File: config.mk
export PLATFORM = sky130hd
export DESIGN_NAME = scv_div
export DESIGN_NICKNAME = d
export VERILOG_FILES = /design/src/rtl/scv_div.sv
export SDC_FILE = /design/constraint.sdc
export NUM_CORES = 2
export LEC_CHECK = 0
export CAP_MARGIN = 40
export CELL_PAD_IN_SITES_DETAIL_PLACEMENT = 1
export CELL_PAD_IN_SITES_GLOBAL_PLACEMENT = 2
export CORE_ASPECT_RATIO = 0.75
export CORE_UTILIZATION = 35
export DETAILED_ROUTE_END_ITERATION = 6
export DONT_BUFFER_PORTS = 1
export PLACE_DENSITY = 0.77
export SYNTH_ARGS = -nofsm -noshare
export SYNTH_HDL_FRONTEND = slang
export SYNTH_SLANG_ARGS = --single-unit
File: constraint.sdc
create_clock -name i_clk -period 4.8 [get_ports i_clk]
set_input_delay 0.72 -clock i_clk [delete_from_list [all_inputs] [get_ports i_clk]]
set_output_delay 0.72 -clock i_clk [all_outputs]
set_load 0.005 [all_outputs]
File: src/rtl/scv_div.sv
`timescale 1ns / 1ps

module scv_div #(
    parameter int W     = 25,
    parameter int STEPS = 16
) (
    input  logic             i_clk,
    input  logic             i_en,
    input  logic [W-1:0]     i_num,
    input  logic [W-1:0]     i_den,
    output logic [STEPS:0]   o_quo
);

    logic [W-1:0]     r_rem [STEPS];
    logic [W-1:0]     r_den [STEPS];
    logic [STEPS-1:0] r_q   [STEPS];
    logic [STEPS:0]   r_quo;
    logic [W:0]       w_fin_sh;
    logic             w_fin_up;

    for (genvar s = 0; s < STEPS; s++) begin : g_step
        logic [W-1:0]     w_rem_in;
        logic [W-1:0]     w_den_in;
        logic [STEPS-1:0] w_q_in;
        logic [W:0]       w_sh;
        logic             w_ge;
        logic [W-1:0]     n_rem;

        if (s == 0) begin : g_first
            assign w_rem_in = i_num;
            assign w_den_in = i_den;
            assign w_q_in   = '0;
        end else begin : g_next
            assign w_rem_in = r_rem[s-1];
            assign w_den_in = r_den[s-1];
            assign w_q_in   = r_q[s-1];
        end

        assign w_sh  = {w_rem_in, 1'b0};
        assign w_ge  = w_sh >= {1'b0, w_den_in};
        assign n_rem = w_ge ? W'(w_sh - {1'b0, w_den_in}) : w_sh[W-1:0];

        always_ff @(posedge i_clk) begin
            if (i_en) begin
                r_rem[s] <= n_rem;
                r_den[s] <= w_den_in;
                r_q[s]   <= {w_q_in[STEPS-2:0], w_ge};
            end
        end
    end

    // Round to nearest, ties upward: bump when twice the remainder reaches the divisor.
    assign w_fin_sh = {r_rem[STEPS-1], 1'b0};
    assign w_fin_up = w_fin_sh >= {1'b0, r_den[STEPS-1]};

    always_ff @(posedge i_clk) begin
        if (i_en) begin
            r_quo <= {1'b0, r_q[STEPS-1]} + (STEPS+1)'(w_fin_up);
        end
    end

    assign o_quo = r_quo;

endmodule

Yosys cells after proc, flatten, opt, wreduce, memory -nomap -nowiden:

Memories as Yosys holds them, arrays and structs flattened.
Index checks and enable logic that the tools add are counted.
W data, S select, Z words.

* register bits after elaboration: 17
* memory bits (writable): 1056
* input port bits: 52
* output and inout bits: 17
* logic and storage cells: 56
* memories: 3

* $add $sub $neg: 17
* order comparisons: 17
* muxes and demuxes: 18

Memories
* r_den: words 16, bits a word 25, read ports 16, clocked after memory_dff 0, wr ports 16, RTL line 15 `logic [W-1:0] r_den [STEPS];`
* r_rem: words 16, bits a word 25, read ports 16, clocked after memory_dff 0, wr ports 16, RTL line 14 `logic [W-1:0] r_rem [STEPS];`
* r_q: words 16, bits a word 16, read ports 16, clocked after memory_dff 0, wr ports 16, RTL line 16 `logic [STEPS-1:0] r_q [STEPS];`

Operators by type and width (count)
* $ge A26 B25 Y1: 17
* $mux W25: 16
* $sub A25 B25 Y25: 16
* $add A16 B1 Y17: 1
* $mux W1: 2

Longest topological paths before layout:

An unclocked memory read counts as a cell.

* depth after elaboration: 3
* gate-level depth with buffers: 18

Least setup slack after synthesis:

No wires, ideal clock.

* path type: in2reg
* start point: input port i_num[0]
* end point: memory r_rem[0][14] (data pin)
* arrival time: 3237 ps
* data required time: 4530 ps
* setup slack: 1293 ps
* cell stages on the path: 12
* path buffers: 2
* cell sequence: inv_1 > fa_1 > nor2b_1 > o21ai_1 > a21boi_1 > o211ai_1 > a21oi_1 > nor3_1 > o41ai_2 > clkbuf_1 > clkbuf_1 > a21oi_1

RTL lines
* from (decl): RTL line 9 `input logic [W-1:0] i_num,`
* to (decl): RTL line 14

==> flow_metrics.tcl <==
set metrics [dict create \
    routed_length_per_instance_um 20.7 \
    nNetsFinal 5377 \
    area_occupied_by_multi_input_gates_um2 23700 \
    netlist_area_um2 54600 \
    rr_endpoint "r_rem[0][78]" \
    via_total_after_detailed_routing 37205 \
    post_synth_most_frequent_cells "953 x sky130_fd_sc_hd__edfxtp_1, 512 x sky130_fd_sc_hd__inv_1, 426 x sky130_fd_sc_hd__ha_1, 389 x sky130_fd_sc_hd__a21oi_1, 300 x sky130_fd_sc_hd__nor2_1" \
    fin_area_um2 60700 \
    fmax_mhz 249 \
    route.antenna.remaining_nets 0 \
    power.static_leakage_nw 24.4 \
    worst_r2r_path_depth 11 \
    placed_area_um2 57200 \
    fill_cells 16794 \
    final_cells 6999 \
    wirelength_mm 145 \
    h-tree-depth 3 \
    synth.ff_latch_count 953 \
    placed_cells 6802 \
    grt_usage_pct 18.3 \
    relSlewSlack_pct -5.73 \
    cts.repair.resized 0 \
    holdCritPathClass "input pin to flip-flop" \
    drive_gt1_share_pct 5.44 \
    grt_first_pass_wirelength_mm 225 \
    fin_crit_ns 4.02 \
    finalHoldViolations 0 \
    timing.reg2reg.setup_slack_ns 0.78 \
    setup-tns-final_ns 0 \
    grt_overflow 0 \
    clock_skew_ns 0.0632 \
    routability_cong 0.893 \
    hold_buffers 7 \
    worst-setup-path-type "flip-flop to flip-flop" \
    ir_worst_vdd_uv 342 \
    power.total_mw 41.3 \
    drtPass1Iterations 5 \
    floorplan.initialDensity_pct 35.3 \
    cts-root-buf "sky130_fd_sc_hd__clkbuf_16" \
    clk-insertion-delay-late_ns 0.75 \
    vias_in_the_first_global_route 36692 \
    syn-num-nets 5321 \
    dieHeight_um 344 \
    critical_path.reg2reg.startpoint "r_den[0][50]" \
    violations "max-slew violations" \
    ys_async_sr_fraction_pct 0 \
    critical_path_peak_fanout 26 \
    synth.distinct_cells 88 \
    run_status "finished, violations left" \
    netlist.top_cell.by_area "sky130_fd_sc_hd__edfxtp_1" \
    cap_violations 0 \
    timing.critical_path.to_type "flip-flop" \
    synth_enable_flop_cells 953 \
    flow.area_growth_from_synthesis_pct 11.2 \
    row_count 125 \
    synth.yosys.warnings 0 \
    coreArea_um2 155000 \
    drc_violations_left 0 \
    final_critical_path_share_of_the_clock_period_pct 83.7 \
    dieArea_um2 158000 \
    synthTopCellsByArea "sky130_fd_sc_hd__edfxtp_1 52%, sky130_fd_sc_hd__ha_1 9.8%, sky130_fd_sc_hd__a21oi_1 3.6%" \
    grt_start_max_net_pins 274 \
    finalSetupViolations 0 \
    slew_at_the_pin_closest_to_its_max_slew_limit_ns 1.59 \
    tritoncts_clock_tree "yes" \
    dp_slack_ns 0.800 \
    setup_repair_after_global_routing_missed_its_margin "no" \
    chipWidth_um 458 \
    post_synthesis_sequential_area_ratio_pct 52.4 \
    setup_slack_ns 0.780 \
    power.density_nw_per_um2 680 \
    cts-root-to-sink-buffers 3 \
    startpoint_type "flip-flop" \
    via_density_per_instance 5.32 \
    antenna_found_initial 7 \
    worst_setup_path_endpoint "r_rem[0][78]" \
    clock_sinks 953 \
    first_iteration_detailed_routing_drc_count 3062 \
    postSynthCellCount 4827 \
    worstPathRequired_ns 5.28 \
    count_of_input_and_output_buffers 0 \
    syn_area_per_cell_um2 11.3 \
    yosysTopAreaCellShare_pct 52.4 \
    timing.critical_path.arrival_ns 4.50 \
    synthFlopType "sky130_fd_sc_hd__edfxtp_1" \
    slew_viol_final 94 \
    cts_setup_buffers 0 \
    estimated_wirelength_of_the_detail_placed_design_mm 110 \
    yosysMostFrequentCell "sky130_fd_sc_hd__edfxtp_1" \
    path_clk_slew_ns 0.06 \
    cts_inserted_buffers 103 \
    startpoint "r_den[0][50]" \
    boundaryPins 69 \
    sequential_cell_area_um2 28600 \
]
-- critical path: stages, from the launching register on --
cell                       delay, ns
sky130_fd_sc_hd__edfxtp_1       0.47
sky130_fd_sc_hd__fa_1           0.47
sky130_fd_sc_hd__nor2b_1        0.16
sky130_fd_sc_hd__o21ai_1        0.10
sky130_fd_sc_hd__a21boi_1       0.28
sky130_fd_sc_hd__o21ai_1        0.22
sky130_fd_sc_hd__a21oi_1        0.58
sky130_fd_sc_hd__a21oi_1        0.24
sky130_fd_sc_hd__o21ai_1        0.26
sky130_fd_sc_hd__a41o_1         0.20
sky130_fd_sc_hd__buf_4          0.38
sky130_fd_sc_hd__mux2_1         0.38
-- cell usage in the layout, fill, tap and decap left out, types with 64 or more instances in the layout --
| cell | instances |
|---|---|
| sky130_fd_sc_hd__mux2_1 | 146 |
| sky130_fd_sc_hd__nand2b_1 | 64 |
| sky130_fd_sc_hd__clkbuf_16 | 103 |
| sky130_fd_sc_hd__xor2_1 | 130 |
| sky130_fd_sc_hd__a21o_1 | 164 |
| sky130_fd_sc_hd__nand2_1 | 265 |
| sky130_fd_sc_hd__nor2b_1 | 66 |
| sky130_fd_sc_hd__inv_1 | 512 |
| sky130_fd_sc_hd__o21ai_0 | 185 |
| sky130_fd_sc_hd__nand3_1 | 81 |
| sky130_fd_sc_hd__nor2_1 | 298 |
| sky130_fd_sc_hd__ha_1 | 426 |
| sky130_fd_sc_hd__edfxtp_1 | 953 |
| sky130_fd_sc_hd__xnor2_1 | 205 |
| sky130_fd_sc_hd__o21ai_1 | 98 |
| sky130_fd_sc_hd__a21oi_1 | 389 |
| sky130_fd_sc_hd__o21a_1 | 79 |
| sky130_fd_sc_hd__nor3_1 | 72 |
-- through the flow --
step,hold slack (ns),util (%)
floorplan,0.400,-
global placement,0.401,37.0
detailed placement,0.405,37.0
CTS,0.000161,39.2
global route,0.0119,39.2
finish,0.0625,39.2
-- area by class of cell --
cell class / instances / area share, %
Antenna cell: 2 / 0.00824
Timing Repair Buffer: 44 / 0.820
Tap cell: 2032 / 4.19
Inverter: 518 / 3.20
Multi-Input combinational cell: 3263 / 39.1
Clock buffer: 118 / 4.34
Clock inverter: 69 / 1.21
Sequential cell: 953 / 47.1
-- metal layers --
| metal | global-route usage (%) | up-vias | share of wire [%] |
|---|---|---|---|
| met4 | 3.20 | 0 | 1.4 |
| met1 | 30.8 | 18494 | 56 |
| met3 | 3.92 | 122 | 6.6 |
| li1 | - | 17804 | - |
| met2 | 23.1 | 785 | 36 |
| met5 | 0 | - | 0 |
-- how the worst min path moves through the flow --
stage                            from      endpoint  cells after the start
after floorplan            r_q[0][83]   r_q[0][100]                      0
after global placement    r_q[1][100]   r_q[1][117]                      0
after detailed placement   r_q[1][32]    r_q[1][49]                      0
after CTS                   i_den[23]  r_den[0][23]                      0
after global routing        i_den[23]  r_den[0][23]                      0
final                       i_den[23]  r_den[0][23]                      0
-- sequential cells by signal, summed over array words and instances, names as in the netlist --
signal / count
r_den: 400
r_rem: 400
r_q: 136
o_quo: 17
-- power breakdown --
| group | switching [mW] | internal, mW | leakage, nW |
|---|---|---|---|
| combinational | 11.4 | 8.00 | 13.5 |
| clock | 3.53 | 4.55 | 1.65 |
| sequential | 1.37 | 12.5 | 9.31 |
| total | 16.3 | 25.0 | 24.4 |
-- cells by family (layout without fill, tap and decap cells) --
family / after synthesis / after routing / share of synthesized area (%)
multiplexers: 189 / 189 / 3.87
AND/OR/NAND/NOR: 1065 / 1065 / 9.46
other: 0 / 2 / 0
buffers and inverters: 611 / 749 / 4.23
flip-flops: 953 / 953 / 52.4
AO/OA/AOI/OAI: 1232 / 1232 / 14.3
XOR/XNOR: 335 / 335 / 5.37
adder cells (fa/ha/maj): 442 / 442 / 10.3
Power figures use the tool's default switching activity.
